## src/design/pfpt_pkg.sv

```systemverilog
// ----------------------------------------------------------------------------
// pfpt_pkg
// Shared widths, action codes and the command type of the port filter table.
// ----------------------------------------------------------------------------
package pfpt_pkg;

	localparam int PORT_W   = 16;
	localparam int PROTO_W  = 8;
	localparam int ACTION_W = 2;
	localparam int KEY_W    = PROTO_W + PORT_W;
	localparam int SUM_W    = PORT_W + 1;

	localparam logic [ACTION_W-1:0] ACT_LOOKUP = 2'd0;
	localparam logic [ACTION_W-1:0] ACT_INSERT = 2'd1;
	localparam logic [ACTION_W-1:0] ACT_REMOVE = 2'd2;

	typedef struct packed {
		logic [ACTION_W-1:0] action;
		logic [KEY_W-1:0]    key;
	} cmd_t;

	typedef struct packed {
		logic          valid;
		logic [KEY_W-1:0] key;
	} slot_t;

endpackage

```

## src/design/pfpt_req_if.sv

```systemverilog
// ----------------------------------------------------------------------------
// pfpt_req_if
// Request channel: action, port and protocol with valid/ready.
// ----------------------------------------------------------------------------
interface pfpt_req_if
	import pfpt_pkg::*;
	();

	logic                valid;
	logic                ready;
	logic [ACTION_W-1:0] action;
	logic [PORT_W-1:0]   port;
	logic [PROTO_W-1:0]  protocol;

	modport source (output valid, output action, output port, output protocol, input ready);
	modport sink   (input valid, input action, input port, input protocol, output ready);

endinterface

```

## src/design/pfpt_rsp_if.sv

```systemverilog
// ----------------------------------------------------------------------------
// pfpt_rsp_if
// Response channel: matched and status with valid/ready.
// ----------------------------------------------------------------------------
interface pfpt_rsp_if;

	logic valid;
	logic ready;
	logic matched;
	logic status;

	modport source (output valid, output matched, output status, input ready);
	modport sink   (input valid, input matched, input status, output ready);

endinterface

```

## src/design/pfpt_ram.sv

```systemverilog
// ----------------------------------------------------------------------------
// pfpt_ram
// Generic simple dual-port RAM, one write port, one registered read port.
// ----------------------------------------------------------------------------
module pfpt_ram #(
	parameter int WIDTH = 8,
	parameter int DEPTH = 64,
	localparam int AW   = (DEPTH > 1) ? $clog2(DEPTH) : 1
) (
	input  logic             clk,
	input  logic             wr_en,
	input  logic [AW-1:0]    wr_addr,
	input  logic [WIDTH-1:0] wr_data,
	input  logic             rd_en,
	input  logic [AW-1:0]    rd_addr,
	output logic [WIDTH-1:0] rd_data
);

	logic [WIDTH-1:0] mem [DEPTH];

	always_ff @(posedge clk) begin
		if (wr_en) begin
			mem[wr_addr] <= wr_data;
		end
		if (rd_en) begin
			rd_data <= mem[rd_addr];
		end
	end

endmodule

```

## src/design/pfpt_queue.sv

```systemverilog
// ----------------------------------------------------------------------------
// pfpt_queue
// Two-entry command queue between the front and back parts.
// ----------------------------------------------------------------------------
module pfpt_queue #(
	parameter int W = 8
) (
	input  logic         clk,
	input  logic         arst_n,
	input  logic         push_valid,
	output logic         push_ready,
	input  logic [W-1:0] push_data,
	output logic         pop_valid,
	input  logic         pop_ready,
	output logic [W-1:0] pop_data
);

	logic [W-1:0] buf_q [2];
	logic         wp_q;
	logic         rp_q;
	logic [1:0]   cnt_q;
	logic         do_push;
	logic         do_pop;

	assign push_ready = (cnt_q != 2'd2);
	assign pop_valid  = (cnt_q != 2'd0);
	assign pop_data   = buf_q[rp_q];
	assign do_push    = push_valid && push_ready;
	assign do_pop     = pop_valid && pop_ready;

	always_ff @(posedge clk or negedge arst_n) begin
		if (!arst_n) begin
			wp_q  <= 1'b0;
			rp_q  <= 1'b0;
			cnt_q <= 2'd0;
		end else begin
			if (do_push) begin
				wp_q <= ~wp_q;
			end
			if (do_pop) begin
				rp_q <= ~rp_q;
			end
			unique case ({do_push, do_pop})
				2'b10:   cnt_q <= cnt_q + 2'd1;
				2'b01:   cnt_q <= cnt_q - 2'd1;
				default: cnt_q <= cnt_q;
			endcase
		end
	end

	always_ff @(posedge clk) begin
		if (do_push) begin
			buf_q[wp_q] <= push_data;
		end
	end

endmodule

```

## src/design/pfpt_front.sv

```systemverilog
// ----------------------------------------------------------------------------
// pfpt_front
// Accepts requests, forms the key and reduces port + protocol modulo the
// table size by reciprocal multiplication in a multiply and a subtract step.
// ----------------------------------------------------------------------------
module pfpt_front
	import pfpt_pkg::*;
#(
	parameter int ENTRIES = 64,
	localparam int IDX_W  = $clog2(ENTRIES)
) (
	input  logic             clk,
	input  logic             arst_n,
	pfpt_req_if.sink         req,
	input  logic             hold,
	output logic             push_valid,
	input  logic             push_ready,
	output cmd_t             push_cmd,
	output logic [IDX_W-1:0] push_start
);

	localparam int     SHIFT = SUM_W + $clog2(ENTRIES);
	localparam int     RCP_W = SUM_W + 1;
	localparam int     PRD_W = SUM_W + RCP_W;
	localparam longint RECIP = ((longint'(1) << SHIFT) + longint'(ENTRIES) - 1)
		/ longint'(ENTRIES);

	typedef enum logic [3:0] {
		F_IDLE = 4'b0001,
		F_MUL  = 4'b0010,
		F_SUB  = 4'b0100,
		F_PUSH = 4'b1000
	} fstate_t;

	fstate_t          state_q;
	cmd_t             cmd_q;
	logic [SUM_W-1:0] sum_q;
	logic [SUM_W-1:0] quo_q;
	logic [IDX_W-1:0] start_q;
	logic [SUM_W-1:0] sum;
	logic [PRD_W-1:0] prod;
	logic             take;

	assign req.ready  = (state_q == F_IDLE) && !hold;
	assign take       = req.valid && req.ready;
	assign sum        = SUM_W'(req.port) + SUM_W'(req.protocol);
	assign prod       = PRD_W'(sum_q) * PRD_W'(RECIP);
	assign push_valid = (state_q == F_PUSH);
	assign push_cmd   = cmd_q;
	assign push_start = start_q;

	always_ff @(posedge clk or negedge arst_n) begin
		if (!arst_n) begin
			state_q <= F_IDLE;
		end else begin
			unique case (state_q)
				F_IDLE: begin
					if (take) begin
						state_q <= F_MUL;
					end
				end
				F_MUL: begin
					state_q <= F_SUB;
				end
				F_SUB: begin
					state_q <= F_PUSH;
				end
				F_PUSH: begin
					if (push_ready) begin
						state_q <= F_IDLE;
					end
				end
				default: state_q <= F_IDLE;
			endcase
		end
	end

	always_ff @(posedge clk) begin
		if (take) begin
			cmd_q.action <= req.action;
			cmd_q.key    <= {req.protocol, req.port};
			sum_q        <= sum;
		end
		if (state_q == F_MUL) begin
			quo_q <= SUM_W'(prod >> SHIFT);
		end
		// remainder is below ENTRIES, so only its low bits are formed
		if (state_q == F_SUB) begin
			start_q <= sum_q[IDX_W-1:0] - IDX_W'(quo_q * SUM_W'(ENTRIES));
		end
	end

endmodule

```

## src/design/pfpt_back.sv

```systemverilog
// ----------------------------------------------------------------------------
// pfpt_back
// Clears the slot RAM after reset, then runs one command at a time: probes
// upward from the start slot one slot per cycle; fills a free slot or clears a hit.
// ----------------------------------------------------------------------------
module pfpt_back
	import pfpt_pkg::*;
#(
	parameter int ENTRIES = 64,
	localparam int IDX_W  = $clog2(ENTRIES),
	localparam int CNT_W  = $clog2(ENTRIES + 1)
) (
	input  logic             clk,
	input  logic             arst_n,
	input  logic             pop_valid,
	output logic             pop_ready,
	input  cmd_t             pop_cmd,
	input  logic [IDX_W-1:0] pop_start,
	output logic             clearing,
	pfpt_rsp_if.source       rsp
);

	typedef enum logic [3:0] {
		B_CLEAR = 4'b0001,
		B_IDLE  = 4'b0010,
		B_PROBE = 4'b0100,
		B_DONE  = 4'b1000
	} bstate_t;

	bstate_t          state_q;
	cmd_t             cmd_q;
	logic [CNT_W-1:0] addr_q;
	logic [IDX_W-1:0] clr_q;
	logic [IDX_W-1:0] chk_idx_q;
	logic             chk_vld_q;
	logic             res_matched_q;
	logic             res_status_q;
	logic             out_vld_q;
	logic             out_matched_q;
	logic             out_status_q;

	logic             rd_en;
	slot_t            rd_slot;
	logic             wr_en;
	logic [IDX_W-1:0] wr_addr;
	slot_t            wr_slot;
	logic             key_hit;
	logic             last;
	logic             finish;
	logic             fin_matched;
	logic             fin_status;
	logic             out_free;
	logic             known_act;

	pfpt_ram #(
		.WIDTH ($bits(slot_t)),
		.DEPTH (ENTRIES)
	) u_slots (
		.clk     (clk),
		.wr_en   (wr_en),
		.wr_addr (wr_addr),
		.wr_data (wr_slot),
		.rd_en   (rd_en),
		.rd_addr (addr_q[IDX_W-1:0]),
		.rd_data (rd_slot)
	);

	assign clearing  = (state_q == B_CLEAR);
	assign pop_ready = (state_q == B_IDLE);
	assign rd_en     = (state_q == B_PROBE) && (addr_q < CNT_W'(ENTRIES));
	assign key_hit   = rd_slot.valid && (rd_slot.key == cmd_q.key);
	assign last      = (chk_idx_q == IDX_W'(ENTRIES - 1));
	assign out_free  = !out_vld_q || rsp.ready;
	assign known_act = (pop_cmd.action == ACT_LOOKUP) || (pop_cmd.action == ACT_INSERT)
		|| (pop_cmd.action == ACT_REMOVE);

	always_comb begin
		finish      = 1'b0;
		fin_matched = 1'b0;
		fin_status  = 1'b0;
		wr_en       = 1'b0;
		wr_addr     = chk_idx_q;
		wr_slot     = '0;
		if (state_q == B_CLEAR) begin
			wr_en   = 1'b1;
			wr_addr = clr_q;
		end else if (state_q == B_PROBE && chk_vld_q) begin
			unique case (cmd_q.action)
				ACT_LOOKUP: begin
					finish      = key_hit || last;
					fin_matched = key_hit;
				end
				ACT_INSERT: begin
					finish        = !rd_slot.valid || last;
					fin_status    = rd_slot.valid;
					wr_en         = !rd_slot.valid;
					wr_slot.valid = 1'b1;
					wr_slot.key   = cmd_q.key;
				end
				ACT_REMOVE: begin
					finish = key_hit || last;
					wr_en  = key_hit;
				end
				default: finish = 1'b1;
			endcase
		end
	end

	always_ff @(posedge clk or negedge arst_n) begin
		if (!arst_n) begin
			state_q   <= B_CLEAR;
			clr_q     <= '0;
			chk_vld_q <= 1'b0;
			out_vld_q <= 1'b0;
		end else begin
			if (state_q == B_DONE && out_free) begin
				out_vld_q <= 1'b1;
			end else if (rsp.ready) begin
				out_vld_q <= 1'b0;
			end
			unique case (state_q)
				B_CLEAR: begin
					clr_q <= clr_q + IDX_W'(1);
					if (clr_q == IDX_W'(ENTRIES - 1)) begin
						state_q <= B_IDLE;
					end
				end
				B_IDLE: begin
					chk_vld_q <= 1'b0;
					if (pop_valid) begin
						state_q <= known_act ? B_PROBE : B_DONE;
					end
				end
				B_PROBE: begin
					chk_vld_q <= rd_en;
					if (finish) begin
						state_q <= B_DONE;
					end
				end
				B_DONE: begin
					if (out_free) begin
						state_q <= B_IDLE;
					end
				end
				default: state_q <= B_IDLE;
			endcase
		end
	end

	always_ff @(posedge clk) begin
		if (state_q == B_IDLE && pop_valid) begin
			cmd_q         <= pop_cmd;
			addr_q        <= CNT_W'(pop_start);
			res_matched_q <= 1'b0;
			res_status_q  <= 1'b0;
		end else if (state_q == B_PROBE) begin
			if (rd_en) begin
				addr_q <= addr_q + CNT_W'(1);
			end
			chk_idx_q <= addr_q[IDX_W-1:0];
			if (finish) begin
				res_matched_q <= fin_matched;
				res_status_q  <= fin_status;
			end
		end
		if (state_q == B_DONE && out_free) begin
			out_matched_q <= res_matched_q;
			out_status_q  <= res_status_q;
		end
	end

	assign rsp.valid   = out_vld_q;
	assign rsp.matched = out_matched_q;
	assign rsp.status  = out_status_q;

endmodule

```

## src/design/port_filter_probe_table.sv

```systemverilog
// ----------------------------------------------------------------------------
// port_filter_probe_table
// Port filter table, linear probing from (port + protocol) mod ENTRIES.
// The modulo is formed in the front part, the command passes the queue, then
//   the back part probes one slot a cycle on the single slot RAM read port;
//   an unused action is answered without probing. A new request can be taken
//   while earlier commands are still being probed.
// Reset: control state clears at once; then a clearing pass writes every slot of
//   the slot RAM, during which no request is accepted.
// ----------------------------------------------------------------------------
module port_filter_probe_table
	import pfpt_pkg::*;
#(
	parameter int ENTRIES = 64
) (
	input  logic       clk,
	input  logic       arst_n,
	pfpt_req_if.sink   req,
	pfpt_rsp_if.source rsp
);

	localparam int IDX_W = $clog2(ENTRIES);
	localparam int QW    = $bits(cmd_t) + IDX_W;

	logic             f_valid;
	logic             f_ready;
	cmd_t             f_cmd;
	logic [IDX_W-1:0] f_start;
	logic             b_valid;
	logic             b_ready;
	cmd_t             b_cmd;
	logic [IDX_W-1:0] b_start;
	logic             clearing;

	pfpt_front #(
		.ENTRIES (ENTRIES)
	) u_front (
		.clk        (clk),
		.arst_n     (arst_n),
		.req        (req),
		.hold       (clearing),
		.push_valid (f_valid),
		.push_ready (f_ready),
		.push_cmd   (f_cmd),
		.push_start (f_start)
	);

	pfpt_queue #(
		.W (QW)
	) u_queue (
		.clk        (clk),
		.arst_n     (arst_n),
		.push_valid (f_valid),
		.push_ready (f_ready),
		.push_data  ({f_cmd, f_start}),
		.pop_valid  (b_valid),
		.pop_ready  (b_ready),
		.pop_data   ({b_cmd, b_start})
	);

	pfpt_back #(
		.ENTRIES (ENTRIES)
	) u_back (
		.clk       (clk),
		.arst_n    (arst_n),
		.pop_valid (b_valid),
		.pop_ready (b_ready),
		.pop_cmd   (b_cmd),
		.pop_start (b_start),
		.clearing  (clearing),
		.rsp       (rsp)
	);

endmodule
```

## src/flat_wrapper.sv

```systemverilog
// flat-port wrapper written by rule: the top's interface ports become plain ports
module port_filter_probe_table_flat import pfpt_pkg::*;
#(
	parameter int ENTRIES = 64
)
  (clk, arst_n, req_valid, req_action, req_port, req_protocol, req_ready, rsp_valid, rsp_matched, rsp_status, rsp_ready);
  pfpt_req_if req_i ();
  pfpt_rsp_if rsp_i ();
  input  logic clk;
  input  logic arst_n;
  input wire logic [$bits(req_i.valid)-1:0] req_valid;
  input wire logic [$bits(req_i.action)-1:0] req_action;
  input wire logic [$bits(req_i.port)-1:0] req_port;
  input wire logic [$bits(req_i.protocol)-1:0] req_protocol;
  output wire logic [$bits(req_i.ready)-1:0] req_ready;
  output wire logic [$bits(rsp_i.valid)-1:0] rsp_valid;
  output wire logic [$bits(rsp_i.matched)-1:0] rsp_matched;
  output wire logic [$bits(rsp_i.status)-1:0] rsp_status;
  input wire logic [$bits(rsp_i.ready)-1:0] rsp_ready;
  assign req_i.valid = req_valid;
  assign req_i.action = req_action;
  assign req_i.port = req_port;
  assign req_i.protocol = req_protocol;
  assign req_ready = req_i.ready;
  assign rsp_valid = rsp_i.valid;
  assign rsp_matched = rsp_i.matched;
  assign rsp_status = rsp_i.status;
  assign rsp_i.ready = rsp_ready;
  port_filter_probe_table #(.ENTRIES(ENTRIES)) u_core (.clk(clk), .arst_n(arst_n), .req(req_i), .rsp(rsp_i));
endmodule
```

## config.mk

```make
export PLATFORM = sky130hd
export DESIGN_NAME = port_filter_probe_table_flat
export DESIGN_NICKNAME = d
export VERILOG_FILES = /design/src/design/pfpt_pkg.sv /design/src/design/pfpt_req_if.sv /design/src/design/pfpt_rsp_if.sv /design/src/design/pfpt_ram.sv /design/src/design/pfpt_queue.sv /design/src/design/pfpt_front.sv /design/src/design/pfpt_back.sv /design/src/design/port_filter_probe_table.sv /design/src/flat_wrapper.sv
export SDC_FILE = /design/constraint.sdc
export NUM_CORES = 2
export LEC_CHECK = 0
export ABC_AREA = 1
export BUFFER_PORTS_ARGS = -buffer_cell sky130_fd_sc_hd__buf_2
export CAP_MARGIN = 30
export CORE_ASPECT_RATIO = 0.9
export CORE_MARGIN = 2
export CORE_UTILIZATION = 40
export DETAILED_ROUTE_END_ITERATION = 8
export PLACE_DENSITY = 0.56
export RECOVER_POWER = 25
export SETUP_SLACK_MARGIN = 0.4
export SLEW_MARGIN = 20
export SYNTH_ARGS = -nofsm -noshare
export SYNTH_HDL_FRONTEND = slang
export SYNTH_HIERARCHICAL = 1
export SYNTH_SLANG_ARGS = --single-unit
```

## constraint.sdc

```tcl
create_clock -name clk -period 5.4 [get_ports clk]
set_input_delay 1.08 -clock clk [delete_from_list [all_inputs] [get_ports clk]]
set_output_delay 1.08 -clock clk [all_outputs]
set_load 0.01 [all_outputs]
```

==> results.md <==
- 1st-iter DRT viols: around 5.3k
- Final Hold Viols: 0
- Clock skew: 25.63 ps
- Gr usage total: 21.64%
- Tcrit/Tclk final: 81.92%
- Initial core utilization: 40.32%
- Fin nets: 6,131
- Normalized max-slew margin: -115.6%
- Fin Setup TNS: 0 ps
- Clock sinks: roughly 1.8k
- Site row count: between 100 and 150
- Critical R2R Launch: u_core/u_back/addr_q[3]
- Share of layout cells above drive strength 1: about 8.0%
- VDD IR max: 0.4588 mV
- Grt ovf: 0
- Largest net degree at the start of global routing: 182
- Dominant synthesized flop cell: edfxtp_1
- Multi-input gate area: ~0.017 sq mm
- Status: finished, violations left
- Die area: roughly 0.19 sq mm
- TritonCTS Buffers: 176
- Clock share of power: between 20% and 30%
- Max Clock Freq: between 0.2 and 0.25 GHz
- Die Wd: 454.4 um
- Via count: 46.55k
- RSZ-0062 raised after global routing: no
- GP Congestion: approximately 0.83
- Reg clk slew, reported paths: 60 ps
- Hold path startpoint: u_core/u_front/sum_q[1]
- Crit. End Element: flip-flop
- Area grow syn2layout: 10.80%
- Comb pwr share: between 30% and 40%
- EDFF count, synth: approximately 1.8k
- Startpoint Class: flip-flop
- Fin. max-slew vios: approximately 420
- Avg Inst Size Synth: approximately 12 sq um
- Post-CTS Hold Fix Bufs: 0
- Dpl ws: between 1500 and 2000 ps
- H-tree Lvls: 4
- Hold crit path type: flip-flop to flip-flop
- Most frequent cells in the layout: 2,236 x nand2_1, 1,767 x edfxtp_1, 1,375 x nand3_1
- Clk buf depth: 3
- Buffers added on ports: 33
- Failing checks: capacitance limit, slew limit
- Register area: ~0.054 sq mm
- Worst Hold Slack: 422.3 ps
- Crit Path Max Fanout: just over 100
- Sequential share of power: 40.2%
- Critical Path AT: 5050 ps
- P_int: 24.80 mW
- Post-cts resize count: 0
- Post-route ant nets: 0
- Skew-Pair Late Insertion Delay: around 800 ps
- Mean number of vias per cell: 5.394
- Die H: a little over 400 um
- Switch share: between 30% and 40%
- WL/cell: around 24 um
- First-pass GRT wire length: about 300 mm
- Yosys reg bits: about 1.8k
- Syn Nets: ~6.1k
- Setup-failing EPs final: 0
- Gr busiest metal: met2
- Met3 GRT Util: about 3.3%
- Vias in the first global route: between 40k and 50k
- Power density over the cells: roughly 490 mW/mm^2
- Yosys warns: 6
- Final WL: a little over 200 mm
- Post-layout min period: roughly 4400 ps
- Residual DRC: 0
- Initial antenna violation count: 7
- Met2 Usage GRT: between 30 and 40%
- Seq/Total Area, Yosys: 73.43%
- Fill cells: 16.49k
- Commonest non-fill, non-tap cell in the layout: nand2_1
- Synthesized area: 0.07303 sq mm
- Total power: 39.40 mW
- DR pass1 iterations: 6
- Number of max-cap violations: 11
- Core area: ~0.18 sq mm
- Slew @ Worst Pin: roughly 3200 ps
- Post-route setup slack: about 1000 ps
- Lkg Pwr: between 30 and 40 nW
- CTS tree: done
- Yosys cell types: between 40 and 50
- Crit path launch: u_core/u_back/addr_q[3]
- Root Buffer: clkbuf_16
- Routing usage on met1: about a third
- # Post-CTS Setup Buffers: 0
- Ys async rst share: under 10%
- IO Count: 34
- Data required, critical path: approximately 6000 ps
- Syn Inst Count: ~6.1k
- Psw: 14.60 mW
- HPWL after DPL: about 110 mm
- Crit path kind: flip-flop to flip-flop
-- state kept, by name (all words and copies together), names as in the netlist, 6 cells and up --
register,flops
u_core/u_back/addr_q,7
u_core/u_back/chk_idx_q,6
u_core/u_back/clr_q,6
u_core/u_back/cmd_q,26
u_core/u_back/u_slots/mem,1600
u_core/u_back/u_slots/rd_data,25
u_core/u_front/push_cmd,26
u_core/u_front/push_start,6
u_core/u_front/sum_q,6
u_core/u_queue/buf_q,64
-- cell families after synthesis --
group | after synthesis | share of synthesized area (%)
buffers and inverters | 462 | 3.978
AND/OR/NAND/NOR | 3768 | 21.96
flip-flops | 1790 | 73.43
AO/OA/AOI/OAI | 28 | 0.2056
XOR/XNOR | 16 | 0.1919
adder cells (fa/ha/maj) | 13 | 0.2330
-- Yosys cell counts (11+ instances only) --
master | n | area, sq um
buf_6 | 116 | 1306
buf_1 | 11 | 41.29
nand4_1 | 14 | 87.58
o21ai_0 | 13 | 65.06
dfrtp_1 | 18 | 450.4
edfxtp_1 | 1767 | 53060
ha_1 | 12 | 150.1
clkbuf_1 | 33 | 123.9
buf_2 | 193 | 965.9
nand3_1 | 1374 | 6877
inv_1 | 78 | 292.8
nand2_1 | 2236 | 8393
inv_2 | 20 | 75.07
nor2_1 | 114 | 427.9
-- final cells by class --
cell class	instances	area share (%)
repair buffers	195	2.239
flip-flops and latches	1790	66.27
diodes	3	0.009278
multi-input cells	3825	20.79
clock buffers	234	5.842
clock inverters	83	0.6170
well taps	2400	3.711
inverters	100	0.5196
-- final timing paths --
kind | endpoint | slack (ps) | depth (start not counted)
max in group asynchronous | u_core/u_back/clr_q[2] | 4230 | 1
max | u_core/u_back/u_slots/rd_data[3] | 980 | 5
min in group asynchronous | u_core/u_front/state_q[1] | 480 | 1
min | u_core/u_front/push_start[1] | 420 | 0
min reg2reg | u_core/u_front/push_start[1] | 420 | 0
max reg2reg | u_core/u_back/u_slots/rd_data[3] | 980 | 5
-- through the flow --
step	util, %	area, sq um	std cells
floorplan	-	73030	6077
global placement	41.64	75400	8288
detailed placement	41.88	75850	8306
CTS	44.77	81070	8623
global route	44.68	80910	8629
finish	44.68	80910	8630
-- worst max-delay path, stage by stage (launching register included) --
cell      delay (ps)
edfxtp_1         490
clkbuf_2        2280
nand2_1          440
nand3_1          350
nand3_1          250
nand2_1          310
-- power groups by stage --
stage / registers (mW) / clock network (mW) / logic, mW
finish: 15.9 / 11.5 / 12.1
global route: 15.9 / 12.2 / 13.0
CTS: 15.9 / 11.6 / 12.1
detailed placement: 16.1 / 0 / 12.1
global placement: 16.1 / 0 / 12.1
floorplan: 16.1 / 0 / 8.39
-- metal layers --
| metal | up-vias | share of wire, % |
|---|---|---|
| met5 | - | 0 |
| met4 | 0 | 2.6 |
| met3 | 285 | 7.6 |
| met2 | 1809 | 46 |
| met1 | 23170 | 44 |
| li1 | 21290 | - |
Power figures use the tool's default switching activity.
